$ cat config.mk
export PLATFORM = sky130hd
export DESIGN_NAME = battery_charge_percent_tracker_unit_flat
export DESIGN_NICKNAME = d
export VERILOG_FILES = /design/src/rtl/core/bcpt_pkg.sv /design/src/rtl/core/bcpt_if.sv /design/src/rtl/core/bcpt_div.sv /design/src/rtl/core/bcpt_track.sv /design/src/rtl/core/battery_charge_percent_tracker_unit.sv /design/src/flat_wrapper.sv
export SDC_FILE = /design/constraint.sdc
export NUM_CORES = 1
export LEC_CHECK = 0
export BUFFER_PORTS_ARGS = -buffer_cell sky130_fd_sc_hd__buf_2
export CAP_MARGIN = 20
export CORE_UTILIZATION = 50
export CTS_CLUSTER_SIZE = 16
export DETAILED_ROUTE_END_ITERATION = 6
export MAX_ROUTING_LAYER = met4
export PLACE_DENSITY = 0.69
export SYNTH_ARGS = -nofsm -noshare
export SYNTH_HDL_FRONTEND = slang
export SYNTH_SLANG_ARGS = --single-unit
$ cat constraint.sdc
create_clock -name clk -period 4.9 [get_ports clk]
set_input_delay 0.735 -clock clk [delete_from_list [all_inputs] [get_ports clk]]
set_output_delay 0.735 -clock clk [all_outputs]
set_load 0.02 [all_outputs]
$ cat src/rtl/core/bcpt_pkg.sv
// shared types, widths and constants for the battery charge percent tracker
package bcpt_pkg;

  localparam int CvW     = 16;  // pack voltage in 10 mV steps
  localparam int LoadW   = 8;
  localparam int CntW    = 4;
  localparam int CfgW    = 14;  // widest configuration register
  localparam int CfgIdxW = 3;
  localparam int VoltW   = 20;  // signed pack voltage in mV
  localparam int FloorW  = 18;  // count times per-battery floor
  localparam int SpanW   = 19;  // signed divisor before the positive check
  localparam int DsorW   = 18;  // positive divisor
  localparam int DiffW   = 19;  // excess over the floor
  localparam int NumW    = 25;  // 100 times the excess
  localparam int PctW    = 7;
  localparam int DivSteps = NumW;
  localparam int StepW   = $clog2(DivSteps);

  localparam logic [SpanW-1:0] FullScaleMv = SpanW'(14000);
  localparam logic [PctW-1:0]  PctMax      = PctW'(100);

  typedef enum logic [CfgIdxW-1:0] {
    CFG_COUNT   = 3'd0,
    CFG_KIND    = 3'd1,
    CFG_TUBULAR = 3'd2,
    CFG_FLAT    = 3'd3,
    CFG_EMPTY   = 3'd4,
    CFG_NOMINAL = 3'd5
  } cfg_idx_t;

  typedef enum logic [2:0] {
    ST_IDLE,
    ST_PREP,
    ST_SCALE,
    ST_DIV,
    ST_DONE
  } state_t;

  typedef struct packed {
    logic start;
  } div_ctrl_t;

  typedef struct packed {
    logic busy;
    logic done;
  } div_stat_t;

  typedef struct packed {
    logic commit;
    logic on_backup;
    logic fully_charged;
    logic restart;
  } trk_req_t;

endpackage

$ cat src/rtl/core/bcpt_if.sv
// request and result channel interfaces
interface bcpt_in_if;
  logic                               valid;
  logic                               ready;
  logic signed [bcpt_pkg::CvW-1:0]    pack_centivolts;
  logic        [bcpt_pkg::LoadW-1:0]  load_pct;
  logic                               on_backup;
  logic                               fully_charged;
  logic                               restart_tracking;

  modport source (output valid, pack_centivolts, load_pct, on_backup, fully_charged,
                  restart_tracking, input ready);
  modport sink (input valid, pack_centivolts, load_pct, on_backup, fully_charged,
                restart_tracking, output ready);
endinterface

interface bcpt_out_if;
  logic                              valid;
  logic                              ready;
  logic [bcpt_pkg::PctW-1:0]         charge_pct_shown;
  logic [bcpt_pkg::PctW-1:0]         discharge_pct_shown;

  modport source (output valid, charge_pct_shown, discharge_pct_shown, input ready);
  modport sink (input valid, charge_pct_shown, discharge_pct_shown, output ready);
endinterface

$ cat src/rtl/core/bcpt_div.sv
// restoring divider, one quotient bit per cycle
module bcpt_div (
  input  logic                          clk,
  input  logic                          rst_n,
  input  bcpt_pkg::div_ctrl_t           ctrl,
  input  logic [bcpt_pkg::NumW-1:0]     dividend,
  input  logic [bcpt_pkg::DsorW-1:0]    divisor,
  output logic [bcpt_pkg::NumW-1:0]     quotient,
  output bcpt_pkg::div_stat_t           stat
);

  logic                          busy_r, busy_nxt;
  logic                          done_r, done_nxt;
  logic [bcpt_pkg::StepW-1:0]    step_r, step_nxt;
  logic [bcpt_pkg::NumW-1:0]     work_r, work_nxt;
  logic [bcpt_pkg::DsorW-1:0]    rem_r, rem_nxt;
  logic [bcpt_pkg::DsorW-1:0]    dsor_r, dsor_nxt;

  logic [bcpt_pkg::DsorW:0]      rem_sh;
  logic [bcpt_pkg::DsorW+1:0]    trial;
  logic                          fits;

  assign rem_sh = {rem_r, work_r[bcpt_pkg::NumW-1]};
  assign trial  = {1'b0, rem_sh} - {2'b00, dsor_r};
  assign fits   = ~trial[bcpt_pkg::DsorW+1];

  always_comb begin
    busy_nxt = busy_r;
    done_nxt = done_r;
    step_nxt = step_r;
    work_nxt = work_r;
    rem_nxt  = rem_r;
    dsor_nxt = dsor_r;
    if (ctrl.start) begin
      busy_nxt = 1'b1;
      done_nxt = 1'b0;
      step_nxt = '0;
      work_nxt = dividend;
      rem_nxt  = '0;
      dsor_nxt = divisor;
    end else if (busy_r) begin
      work_nxt = {work_r[bcpt_pkg::NumW-2:0], fits};
      rem_nxt  = fits ? trial[bcpt_pkg::DsorW-1:0] : rem_sh[bcpt_pkg::DsorW-1:0];
      step_nxt = step_r + 1'b1;
      if (step_r == bcpt_pkg::StepW'(bcpt_pkg::DivSteps - 1)) begin
        busy_nxt = 1'b0;
        done_nxt = 1'b1;
      end
    end
  end

  always_ff @(posedge clk) begin
    if (!rst_n) begin
      busy_r <= 1'b0;
      done_r <= 1'b0;
      step_r <= '0;
    end else begin
      busy_r <= busy_nxt;
      done_r <= done_nxt;
      step_r <= step_nxt;
    end
    work_r <= work_nxt;
    rem_r  <= rem_nxt;
    dsor_r <= dsor_nxt;
  end

  assign quotient  = work_r;
  assign stat.busy = busy_r;
  assign stat.done = done_r;

  a_busy_done_excl: assert property (@(posedge clk) disable iff (!rst_n)
    !(busy_r && done_r))
    else $error("divider busy and done together");

  a_start_clears_done: assert property (@(posedge clk) disable iff (!rst_n)
    ctrl.start |=> busy_r && !done_r && step_r == '0)
    else $error("divider start did not restart the count");

endmodule

$ cat src/rtl/core/bcpt_track.sv
// displayed percentages with their carry values and fresh flags
module bcpt_track (
  input  logic                          clk,
  input  logic                          rst_n,
  input  bcpt_pkg::trk_req_t            req,
  input  logic [bcpt_pkg::NumW-1:0]     pct_raw,
  output logic [bcpt_pkg::PctW-1:0]     charge_shown,
  output logic [bcpt_pkg::PctW-1:0]     discharge_shown
);

  logic                        chg_fresh_r, chg_fresh_nxt;
  logic                        dis_fresh_r, dis_fresh_nxt;
  logic [bcpt_pkg::PctW-1:0]   chg_shown_r, chg_shown_nxt;
  logic [bcpt_pkg::PctW-1:0]   dis_shown_r, dis_shown_nxt;
  logic [bcpt_pkg::PctW-1:0]   carry_chg_r, carry_chg_nxt;
  logic [bcpt_pkg::PctW-1:0]   carry_dis_r, carry_dis_nxt;

  logic [bcpt_pkg::PctW-1:0]   pct_clamped;
  logic                        above_shown;
  logic                        below_carry;

  localparam int PadW = bcpt_pkg::NumW - bcpt_pkg::PctW;

  assign pct_clamped = (pct_raw > {{PadW{1'b0}}, bcpt_pkg::PctMax}) ?
                       bcpt_pkg::PctMax : pct_raw[bcpt_pkg::PctW-1:0];
  assign above_shown = pct_raw > {{PadW{1'b0}}, chg_shown_r};
  assign below_carry = pct_raw < {{PadW{1'b0}}, carry_dis_r};

  always_comb begin
    chg_fresh_nxt = chg_fresh_r;
    dis_fresh_nxt = dis_fresh_r;
    chg_shown_nxt = chg_shown_r;
    dis_shown_nxt = dis_shown_r;
    carry_chg_nxt = carry_chg_r;
    carry_dis_nxt = carry_dis_r;
    if (req.commit) begin
      if (!req.on_backup) begin
        dis_fresh_nxt = 1'b0;
        if (req.fully_charged) begin
          chg_shown_nxt = bcpt_pkg::PctMax;
        end else if (chg_fresh_r || req.restart || above_shown) begin
          chg_shown_nxt = pct_clamped;
          carry_dis_nxt = pct_clamped;
        end else begin
          chg_shown_nxt = carry_chg_r;
          carry_dis_nxt = carry_chg_r;
        end
      end else begin
        chg_fresh_nxt = 1'b0;
        if (dis_fresh_r || req.restart || below_carry) begin
          dis_shown_nxt = pct_clamped;
          carry_chg_nxt = pct_clamped;
        end else begin
          dis_shown_nxt = carry_dis_r;
          carry_chg_nxt = carry_dis_r;
        end
      end
    end
  end

  always_ff @(posedge clk) begin
    if (!rst_n) begin
      chg_fresh_r <= 1'b1;
      dis_fresh_r <= 1'b1;
      chg_shown_r <= '0;
      dis_shown_r <= '0;
      carry_chg_r <= '0;
      carry_dis_r <= '0;
    end else begin
      chg_fresh_r <= chg_fresh_nxt;
      dis_fresh_r <= dis_fresh_nxt;
      chg_shown_r <= chg_shown_nxt;
      dis_shown_r <= dis_shown_nxt;
      carry_chg_r <= carry_chg_nxt;
      carry_dis_r <= carry_dis_nxt;
    end
  end

  assign charge_shown    = chg_shown_r;
  assign discharge_shown = dis_shown_r;

  a_shown_in_range: assert property (@(posedge clk) disable iff (!rst_n)
    chg_shown_r <= bcpt_pkg::PctMax && dis_shown_r <= bcpt_pkg::PctMax)
    else $error("shown percentage above full scale");

  a_charged_forces_full: assert property (@(posedge clk) disable iff (!rst_n)
    req.commit && !req.on_backup && req.fully_charged |=> chg_shown_r == bcpt_pkg::PctMax)
    else $error("charged flag did not force full scale");

endmodule

$ cat src/rtl/core/battery_charge_percent_tracker_unit.sv
// battery charge percent tracker: sequencer, scaling datapath and config registers
//
// Requests come in on in_ch (valid/ready): one battery reading per request. Each
// accepted request gives exactly one result on out_ch carrying the displayed
// charging and discharging percentages after that reading. Registers are written
// through cfg_we/cfg_index/cfg_data, one per cycle; unknown indexes are ignored.
// Write them only while no request is in flight; the block does not enforce it.
// From acceptance a request goes through ST_PREP (floor and divisor),
// ST_SCALE (scaled excess), the bit-serial divide in ST_DIV until the
// divider's done is seen, and ST_DONE, which updates the tracked values
// and raises out_ch.valid.
// The divider retires one quotient bit per cycle and sets the pace:
// in_ch.ready is high only between requests, so a new request is taken only
// after the previous one has committed its result in ST_DONE.
// A finished result waits in the output register; a new request is still
// accepted and worked on, and is held back only in ST_DONE until
// the previous result has been taken.
// Reset (synchronous, rst_n low) restores the register defaults, marks both
// modes fresh and clears the displayed and carried percentages.
module battery_charge_percent_tracker_unit (
  input  logic                             clk,
  input  logic                             rst_n,
  bcpt_in_if.sink                          in_ch,
  bcpt_out_if.source                       out_ch,
  input  logic                             cfg_we,
  input  logic [bcpt_pkg::CfgIdxW-1:0]     cfg_index,
  input  logic [bcpt_pkg::CfgW-1:0]        cfg_data
);

  // configuration registers
  logic [bcpt_pkg::CntW-1:0]   count_r;
  logic                        kind_r;
  logic [bcpt_pkg::CfgW-1:0]   tubular_r;
  logic [bcpt_pkg::CfgW-1:0]   flat_r;
  logic [bcpt_pkg::CfgW-1:0]   empty_r;
  logic [bcpt_pkg::CfgW-1:0]   nominal_r;

  always_ff @(posedge clk) begin
    if (!rst_n) begin
      count_r   <= bcpt_pkg::CntW'(1);
      kind_r    <= 1'b0;
      tubular_r <= '0;
      flat_r    <= '0;
      empty_r   <= '0;
      nominal_r <= '0;
    end else if (cfg_we) begin
      case (bcpt_pkg::cfg_idx_t'(cfg_index))
        bcpt_pkg::CFG_COUNT:   count_r   <= cfg_data[bcpt_pkg::CntW-1:0];
        bcpt_pkg::CFG_KIND:    kind_r    <= cfg_data[0];
        bcpt_pkg::CFG_TUBULAR: tubular_r <= cfg_data;
        bcpt_pkg::CFG_FLAT:    flat_r    <= cfg_data;
        bcpt_pkg::CFG_EMPTY:   empty_r   <= cfg_data;
        bcpt_pkg::CFG_NOMINAL: nominal_r <= cfg_data;
        default: ;
      endcase
    end
  end

  // sequencer
  bcpt_pkg::state_t     state_r, state_nxt;
  bcpt_pkg::div_ctrl_t  div_ctrl;
  bcpt_pkg::div_stat_t  div_stat;
  bcpt_pkg::trk_req_t   trk_req;
  logic                 in_take;
  logic                 out_free;
  logic                 commit;
  logic                 out_valid_r, out_valid_nxt;

  assign in_take  = in_ch.valid && in_ch.ready;
  assign out_free = !out_valid_r || out_ch.ready;

  always_comb begin
    state_nxt = state_r;
    case (state_r)
      bcpt_pkg::ST_IDLE:  if (in_ch.valid) state_nxt = bcpt_pkg::ST_PREP;
      bcpt_pkg::ST_PREP:  state_nxt = bcpt_pkg::ST_SCALE;
      bcpt_pkg::ST_SCALE: state_nxt = bcpt_pkg::ST_DIV;
      bcpt_pkg::ST_DIV:   if (div_stat.done) state_nxt = bcpt_pkg::ST_DONE;
      bcpt_pkg::ST_DONE:  if (out_free) state_nxt = bcpt_pkg::ST_IDLE;
      default:            state_nxt = bcpt_pkg::ST_IDLE;
    endcase
  end

  always_comb begin
    in_ch.ready    = 1'b0;
    div_ctrl.start = 1'b0;
    commit         = 1'b0;
    case (state_r)
      bcpt_pkg::ST_IDLE:  in_ch.ready = 1'b1;
      bcpt_pkg::ST_SCALE: div_ctrl.start = 1'b1;
      bcpt_pkg::ST_DONE:  commit = out_free;
      default: ;
    endcase
  end

  always_comb begin
    out_valid_nxt = out_valid_r;
    if (out_ch.ready) out_valid_nxt = 1'b0;
    if (commit) out_valid_nxt = 1'b1;
  end

  always_ff @(posedge clk) begin
    if (!rst_n) begin
      state_r     <= bcpt_pkg::ST_IDLE;
      out_valid_r <= 1'b0;
    end else begin
      state_r     <= state_nxt;
      out_valid_r <= out_valid_nxt;
    end
  end

  // request capture
  logic [bcpt_pkg::CvW-1:0]    cv_r;
  logic [bcpt_pkg::LoadW-1:0]  load_r;
  logic                        backup_r;
  logic                        charged_r;
  logic                        restart_r;

  always_ff @(posedge clk) begin
    if (in_take) begin
      cv_r      <= in_ch.pack_centivolts;
      load_r    <= in_ch.load_pct;
      backup_r  <= in_ch.on_backup;
      charged_r <= in_ch.fully_charged;
      restart_r <= in_ch.restart_tracking;
    end
  end

  // floor, divisor and pack voltage in mV
  logic [bcpt_pkg::VoltW-1:0]   cv_ext;
  logic [bcpt_pkg::VoltW-1:0]   volt_mv;
  logic [bcpt_pkg::CfgW-1:0]    floor_sel;
  logic [bcpt_pkg::FloorW-1:0]  floor_mv;
  logic [bcpt_pkg::SpanW-1:0]   span_base;
  logic [bcpt_pkg::SpanW-1:0]   span_mv;
  logic [bcpt_pkg::SpanW-1:0]   load_drop;
  logic [bcpt_pkg::SpanW-1:0]   dsor_mv;

  assign cv_ext    = {{(bcpt_pkg::VoltW-bcpt_pkg::CvW){cv_r[bcpt_pkg::CvW-1]}}, cv_r};
  assign volt_mv   = (cv_ext << 3) + (cv_ext << 1);
  assign floor_sel = backup_r ? empty_r : (kind_r ? tubular_r : flat_r);
  assign floor_mv  = {{(bcpt_pkg::FloorW-bcpt_pkg::CntW){1'b0}}, count_r} *
                     {{(bcpt_pkg::FloorW-bcpt_pkg::CfgW){1'b0}}, floor_sel};
  assign span_base = bcpt_pkg::FullScaleMv -
                     {{(bcpt_pkg::SpanW-bcpt_pkg::CfgW){1'b0}}, nominal_r};
  assign span_mv   = {{(bcpt_pkg::SpanW-bcpt_pkg::CntW){1'b0}}, count_r} * span_base;
  // 7 mV per load percent, only on backup
  assign load_drop = ({{(bcpt_pkg::SpanW-bcpt_pkg::LoadW){1'b0}}, load_r} << 3) -
                     {{(bcpt_pkg::SpanW-bcpt_pkg::LoadW){1'b0}}, load_r};
  assign dsor_mv   = span_mv - (backup_r ? load_drop : '0);

  logic [bcpt_pkg::VoltW-1:0]   volt_r;
  logic [bcpt_pkg::FloorW-1:0]  floor_r;
  logic [bcpt_pkg::SpanW-1:0]   dsor_r;

  always_ff @(posedge clk) begin
    if (state_r == bcpt_pkg::ST_PREP) begin
      volt_r  <= volt_mv;
      floor_r <= floor_mv;
      dsor_r  <= dsor_mv;
    end
  end

  // excess over the floor, scaled by 100
  logic [bcpt_pkg::VoltW:0]    vdiff;
  logic [bcpt_pkg::DiffW-1:0]  excess;
  logic [bcpt_pkg::NumW-1:0]   excess_ext;
  logic [bcpt_pkg::NumW-1:0]   num;
  logic                        dsor_pos;
  logic                        dsor_ok_r;
  logic [bcpt_pkg::NumW-1:0]   quotient;
  logic [bcpt_pkg::NumW-1:0]   pct_raw;

  assign vdiff      = {volt_r[bcpt_pkg::VoltW-1], volt_r} -
                      {{(bcpt_pkg::VoltW+1-bcpt_pkg::FloorW){1'b0}}, floor_r};
  assign excess     = vdiff[bcpt_pkg::VoltW] ? '0 : vdiff[bcpt_pkg::DiffW-1:0];
  assign excess_ext = {{(bcpt_pkg::NumW-bcpt_pkg::DiffW){1'b0}}, excess};
  assign num        = (excess_ext << 6) + (excess_ext << 5) + (excess_ext << 2);
  assign dsor_pos   = !dsor_r[bcpt_pkg::SpanW-1] && (dsor_r != '0);

  always_ff @(posedge clk) begin
    if (state_r == bcpt_pkg::ST_SCALE) dsor_ok_r <= dsor_pos;
  end

  bcpt_div u_div (
    .clk      (clk),
    .rst_n    (rst_n),
    .ctrl     (div_ctrl),
    .dividend (num),
    .divisor  (dsor_r[bcpt_pkg::DsorW-1:0]),
    .quotient (quotient),
    .stat     (div_stat)
  );

  assign pct_raw = dsor_ok_r ? quotient : '0;

  assign trk_req.commit        = commit;
  assign trk_req.on_backup     = backup_r;
  assign trk_req.fully_charged = charged_r;
  assign trk_req.restart       = restart_r;

  bcpt_track u_track (
    .clk             (clk),
    .rst_n           (rst_n),
    .req             (trk_req),
    .pct_raw         (pct_raw),
    .charge_shown    (out_ch.charge_pct_shown),
    .discharge_shown (out_ch.discharge_pct_shown)
  );

  assign out_ch.valid = out_valid_r;

  a_busy_after_take: assert property (@(posedge clk) disable iff (!rst_n)
    in_take |=> !in_ch.ready)
    else $error("request taken while a reading is in progress");

  a_commit_needs_room: assert property (@(posedge clk) disable iff (!rst_n)
    commit |-> out_free)
    else $error("result overwrote one not yet taken");

  a_div_only_in_div: assert property (@(posedge clk) disable iff (!rst_n)
    div_stat.busy |-> state_r == bcpt_pkg::ST_DIV)
    else $error("divider running outside its state");

endmodule
$ cat src/flat_wrapper.sv
// flat-port wrapper written by rule: the top's interface ports become plain ports
module battery_charge_percent_tracker_unit_flat 
  (clk, rst_n, cfg_we, cfg_index, cfg_data, in_ch_valid, in_ch_pack_centivolts, in_ch_load_pct, in_ch_on_backup, in_ch_fully_charged, in_ch_restart_tracking, in_ch_ready, out_ch_valid, out_ch_charge_pct_shown, out_ch_discharge_pct_shown, out_ch_ready);
  bcpt_in_if in_ch_i ();
  bcpt_out_if out_ch_i ();
  input  logic clk;
  input  logic rst_n;
  input  logic cfg_we;
  input  logic [bcpt_pkg::CfgIdxW-1:0] cfg_index;
  input  logic [bcpt_pkg::CfgW-1:0] cfg_data;
  input wire logic [$bits(in_ch_i.valid)-1:0] in_ch_valid;
  input wire logic [$bits(in_ch_i.pack_centivolts)-1:0] in_ch_pack_centivolts;
  input wire logic [$bits(in_ch_i.load_pct)-1:0] in_ch_load_pct;
  input wire logic [$bits(in_ch_i.on_backup)-1:0] in_ch_on_backup;
  input wire logic [$bits(in_ch_i.fully_charged)-1:0] in_ch_fully_charged;
  input wire logic [$bits(in_ch_i.restart_tracking)-1:0] in_ch_restart_tracking;
  output wire logic [$bits(in_ch_i.ready)-1:0] in_ch_ready;
  output wire logic [$bits(out_ch_i.valid)-1:0] out_ch_valid;
  output wire logic [$bits(out_ch_i.charge_pct_shown)-1:0] out_ch_charge_pct_shown;
  output wire logic [$bits(out_ch_i.discharge_pct_shown)-1:0] out_ch_discharge_pct_shown;
  input wire logic [$bits(out_ch_i.ready)-1:0] out_ch_ready;
  assign in_ch_i.valid = in_ch_valid;
  assign in_ch_i.pack_centivolts = in_ch_pack_centivolts;
  assign in_ch_i.load_pct = in_ch_load_pct;
  assign in_ch_i.on_backup = in_ch_on_backup;
  assign in_ch_i.fully_charged = in_ch_fully_charged;
  assign in_ch_i.restart_tracking = in_ch_restart_tracking;
  assign in_ch_ready = in_ch_i.ready;
  assign out_ch_valid = out_ch_i.valid;
  assign out_ch_charge_pct_shown = out_ch_i.charge_pct_shown;
  assign out_ch_discharge_pct_shown = out_ch_i.discharge_pct_shown;
  assign out_ch_i.ready = out_ch_ready;
  battery_charge_percent_tracker_unit u_core (.clk(clk), .rst_n(rst_n), .in_ch(in_ch_i), .out_ch(out_ch_i), .cfg_we(cfg_we), .cfg_index(cfg_index), .cfg_data(cfg_data));
endmodule
# Word level (Yosys, flattened, before mapping)
# Cells that the tools add are included.
# Widths: inputs -> output; s select.
# word_totals
word_cells	109
output_inout_bits	16
inputBits	49
ff_bits	241
# classes
muxes	24
addsub	9
mul	2
n_eq_ne	13
n_reduce_logical	26
bitwise	4
n_lt_le_gt_ge	3
# op_table
cell	count
$mux 25	3
$mux 19	2
$mux 14	2
$mux 7	4
$add 25x21->25	1
$add 25x24->25	1
$gt 25x7->1	1
$gt 25x7->1 const B	1
$lt 25x7->1	1
$sub 20x19->21	1
$add 19x17->20	1
$sub 19x18->20	1
$mul 4x19->19	1
$reduce_bool 19->1	1
$sub 19x19->19	1
$mul 4x14->18	1
$mux 18	1
$reduce_and 2->1	9
$pmux 3 s5	1
$sub 14x14->15 const A	1
$eq 3x2->1 const B	4
$sub 11x8->12	1
$eq 3x3->1 const B	3
$mux 3	3
14 further kinds	35

# Depth between registers and ports, before layout
# logic_depth
depth_word	5
mapped_depth	22
depth_no_buf	22

# By module
# Synthesis repeated with hierarchy kept, for this count alone.
# hier_totals
hier_cells	1988
hier_area_um2	18492.7
# by_module_without_submodules
mod	area_each_um2	cells_per_inst	seq_area_each_um2	n_inst
battery_charge_percent_tracker_unit	13421.6	1495	3823.7	1
bcpt_div	3535.9	316	1791.7	1
bcpt_track	1535.2	177	460.4	1

# Worst setup path after synthesis
# Ideal clock, no wire load.
# synth_timing
path_type	reg2reg
from	register u_core.load_r[0] in the netlist's numbering
to	register u_core.dsor_r[16] in the netlist's numbering (data pin)
t_arrival_ps	4944
setup_time_ps	260
path_stages_with_launch	22
slack_ps	-303
path_buffers	0
required_ps	4640
path_cell_list	edfxtp_1 ha_1 and3b_1 o21a_1 o21ai_0 a21oi_1 o21ai_0 a21oi_1 a31oi_1 fa_1 fa_1 inv_1 fa_1 inv_1 ha_1 a21o_1 a21oi_1 nand2_1 a21oi_1 o21ai_0 a21boi_0 xnor2_1
# synth_via
elab_chain_cells	3
# synth_lines
element	line_no	source
start: declaration	battery_charge_percent_tracker_unit.sv:114	logic [bcpt_pkg::LoadW-1:0] load_r;
start signal: assignment	battery_charge_percent_tracker_unit.sv:122	load_r <= in_ch.load_pct;
$sub 11x8->12	battery_charge_percent_tracker_unit.sv:148	assign load_drop = ({{(bcpt_pkg::SpanW-bcpt_pkg::LoadW){1'b0}}, load_r} << 3) -
$mux 19	battery_charge_percent_tracker_unit.sv:150	assign dsor_mv = span_mv - (backup_r ? load_drop : '0);
$sub 19x19->19	battery_charge_percent_tracker_unit.sv:150	
via u_core.dsor_mv, one bit	battery_charge_percent_tracker_unit.sv:137	logic [bcpt_pkg::SpanW-1:0] dsor_mv;
end signal: assignment	battery_charge_percent_tracker_unit.sv:160	dsor_r <= dsor_mv;
end: declaration	battery_charge_percent_tracker_unit.sv:154	logic [bcpt_pkg::SpanW-1:0] dsor_r;
# The timed path passes the listed nets, and every way through them passes these cells.
# A chain may end at the register's enable or synchronous reset.

# Worst setup path in the final report
# layout_timing
from	register u_core.load_r[0] in the netlist's numbering
to	register u_core.dsor_r[18] in the netlist's numbering (data pin)
# The elaborated chain is that of the path after synthesis.

==> flow_metrics.env <==
export IMPL_final_setup_skew_ps=24.1
export IMPL_yosysWarnings=0
export IMPL_dp_cells=2527
export IMPL_worstMarginPinSlew_ps=1010
export IMPL_vias_per_cell=5.45
export IMPL_p_leak_nw=9.11
export IMPL_htree_levels=1
export IMPL_crit_arrival_ps=5230
export IMPL_root_buffer="clkbuf_16"
export IMPL_synth_avg_cell_area_um2=9.18
export IMPL_synth_edff_count=127
export IMPL_grt_util_all_layers_pct=22.6
export IMPL_final_hold_violation_count=0
export IMPL_finalCritPeriodShare_pct=101
export IMPL_cp_slowest_cell="fa_1"
export IMPL_period_minus_slack_ps=4920
export IMPL_ant_nets=0
export IMPL_synth_async_reset_ratio_pct=0
export IMPL_fin_util_pct=60.3
export IMPL_endpoint_kind="flip-flop"
export IMPL_worstSetupStartpoint="u_core.load_r[0]"
export IMPL_core_area_um2=35500
export IMPL_drc_errors=2
export IMPL_path_clk_slew_ps=60
export IMPL_clkLatencyLatePin_ps=570
export IMPL_grt_max_degree=86
export IMPL_synth_cell_type_count=94
export IMPL_vias=14240
export IMPL_critPathMaxFanout=3
export IMPL_rows=69
export IMPL_worst_ir_drop_vdd_uv=289
export IMPL_synthesis_area_um2=18000
export IMPL_num_io_pins=65
export IMPL_syn_num_nets=2237
export IMPL_fp_dieH_um=192
export IMPL_drt_pass1_iterations=7
export IMPL_synthFlopType="edfxtp_1"
export IMPL_powerDensity_nw_per_um2=366
export IMPL_fmax_mhz=203
export IMPL_worstPathCellList="ha_1 > and3b_1 > o21a_1 > o21ai_2 > a21oi_2 > o21ai_2 > buf_4 > and3_4 > o21ai_2 > fa_2 > fa_1 > inv_1 > fa_1 > inv_2 > ha_4 > and3_4 > and3_4 > a21oi_4 > o31ai_2 > a21oi_1 > xnor2_1"
export IMPL_fp_dieW_um=192
export IMPL_cts_made_buffers=29
export IMPL_wirelength_mm=41.1
export IMPL_grt_overflow=0
export IMPL_clockBufferDepth=3
export IMPL_post_dp_hpwl_mm=30.3
export IMPL_area_delta_synth_final_pct=18.8
export IMPL_hp_start="in_ch_pack_centivolts[7]"
export IMPL_reg2reg_from="u_core.load_r[0]"
export IMPL_dieArea_um2=36800
export IMPL_setup_slack_ps=-25.0
export IMPL_slowest_delay_ps=540
export IMPL_criticalPathCategory="flip-flop to flip-flop"
export IMPL_nets=2401
export IMPL_synth_seq_area_share_pct=33.7
export IMPL_synth_cells=1961
export IMPL_path_delay_family="adder cells"
export IMPL_rrSetupSlack_ps=-20
export IMPL_cap_violations=0
export IMPL_cts_hold_buf=0
export IMPL_instances_no_fill=2611
export IMPL_gp_congestion=0.925
export IMPL_grt_pass1_vias=13853
export IMPL_hold_path_class="input pin to flip-flop"
export IMPL_rsz0062_at_grt="yes"
export IMPL_initial_core_util_pct=50.8
export IMPL_status="finished, violations left"
export IMPL_finalSetupViolations=4
export IMPL_failed_checks="DRC, setup timing"
export IMPL_grt_pass1_wl_mm=66.4
export IMPL_start_kind="flip-flop"
export IMPL_drive_above_1_share_pct=18.3
export IMPL_synth_seq_cells=240
export IMPL_port_buffers=64
export IMPL_clock_sinks=240
export IMPL_critPathBufInv=3
export IMPL_slew_violations=0
export IMPL_crit_required_ps=5210
export IMPL_antenna_found_initial=0
export IMPL_drt_iter0_drc=856
export IMPL_slew_headroom_pct=32.2
export IMPL_cts_tree="done"
export IMPL_wl_per_cell_um=15.7
## metrics by stage
stage               power (mW)  setup TNS, ps  setup slack [ps]  cell area [µm²]  hold WS [ps]
detailed placement        5.28          -2000              -365            19500           427
floorplan                 4.54          -96.2             -96.2            18000           416
global placement          5.21          -1130              -220            19500           422
CTS                       7.55          -50.5             -27.6            20700           316
finish                    7.84          -67.8             -25.0            21400           346
global route              8.32          -2000              -270            21400           326
## synthesized netlist by cell type, types with 30 or more instances
cell,count,area [µm²]
clkbuf_1,55,206
nor2b_1,54,338
fa_1,85,1700
and2_1,61,382
edfxtp_1,127,3810
a21oi_1,91,455
nor3_1,43,215
xor2_1,36,315
nor2_1,83,312
a21boi_0,62,465
nand2_1,279,1050
o21ai_0,80,400
xnor2_1,65,569
nand3_1,34,170
inv_1,197,739
a21o_1,30,225
mux2i_1,38,380
dfxtp_1,113,2260
ha_1,142,1780
## worst reg2reg max path, stage by stage (launching register included)
cell and delay, ps:
edfxtp_1 400, ha_1 320, and3b_1 180, o21a_1 210, o21ai_2 160, a21oi_2 100, o21ai_2 220, buf_4 160
and3_4 180, o21ai_2 70, fa_2 370, fa_1 540, inv_1 50, fa_1 510, inv_2 50, ha_4 260
and3_4 180, and3_4 190, a21oi_4 70, o31ai_2 220, a21oi_1 110, xnor2_1 130
## final timing paths
path | to | depth (start not counted)
worst min-delay path | u_core.cv_r[7] | 1
worst max register to register | u_core.dsor_r[18] | 21
worst min register to register | u_core.u_div.dsor_r[3] | 0
worst max-delay path | u_core.dsor_r[18] | 21
## sequential cells by signal, summed over array words and instances (netlist names), 3 cells and up
signal                       count
u_core.volt_r                   19
u_core.nominal_r                14
u_core.count_r                   4
u_core.u_track.carry_chg_r       7
u_core.tubular_r                14
u_core.flat_r                   14
u_core.u_div.rem_r              18
u_core.u_div.quotient           25
u_core.empty_r                  14
u_core.load_r                    8
u_core.state_r                   3
u_core.u_track.charge_shown      7
u_core.u_div.step_r              5
u_core.u_div.dsor_r             18
u_core.floor_r                  18
u_core.u_track.carry_dis_r       7
u_core.dsor_r                   19
u_core.cv_r                     16
## timing repair
item	4_1_cts	5_1_grt
pin swaps	23	88
setup buffers	8	19
setup endpoints to repair	15	22
resized for setup	32	117
## kinds of logic after synthesis
group	count (synthesis)	share of synthesized area [%]
fa+ha+maj	227	19.3
xor+xnor	101	4.91
compound gates	436	16.7
buf+inv	260	5.48
flops	240	33.7
simple gates	658	17.7
mux	39	2.17
## placed cells by master (no fill, tap or decap), drive strengths merged, types with 43 or more instances in the layout
master  count
inv       201
a21boi     62
ha        142
fa         85
nor2       84
o21ai      93
dfxtp     113
a21oi      91
and2       64
buf       195
clkbuf     44
xnor2      65
nor2b      54
edfxtp    127
nand2     280
nor3       43
## routing by layer
metal	up-vias	wire [µm]	track usage [%]
met3	61	1570	2.16
met1	6791	18800	29.5
met4	0	1070	5.86
met5	-	0	-
met2	255	19700	37.7
li1	7133	-	-
## final cells by class
| class | instances | area [µm²] |
|---|---|---|
| Fill cell | 2938 | 14100 |
| Multi-Input combinational cell | 1461 | 11600 |
| Sequential cell | 240 | 6080 |
| Timing Repair Buffer | 195 | 1350 |
| Clock buffer | 44 | 903 |
| Inverter | 198 | 743 |
| Tap cell | 461 | 577 |
| Clock inverter | 10 | 93.8 |
| Antenna cell | 2 | 5.00 |
## power by group
| group | internal [mW] | switching, mW | total (mW) | leakage, nW |
|---|---|---|---|---|
| Sequential | 2.40 | 0.156 | 2.56 | 2.11 |
| Clock | 1.33 | 0.870 | 2.20 | 0.499 |
| Combinational | 1.40 | 1.68 | 3.08 | 6.50 |
No activity file was read; power rests on OpenSTA's default activity.
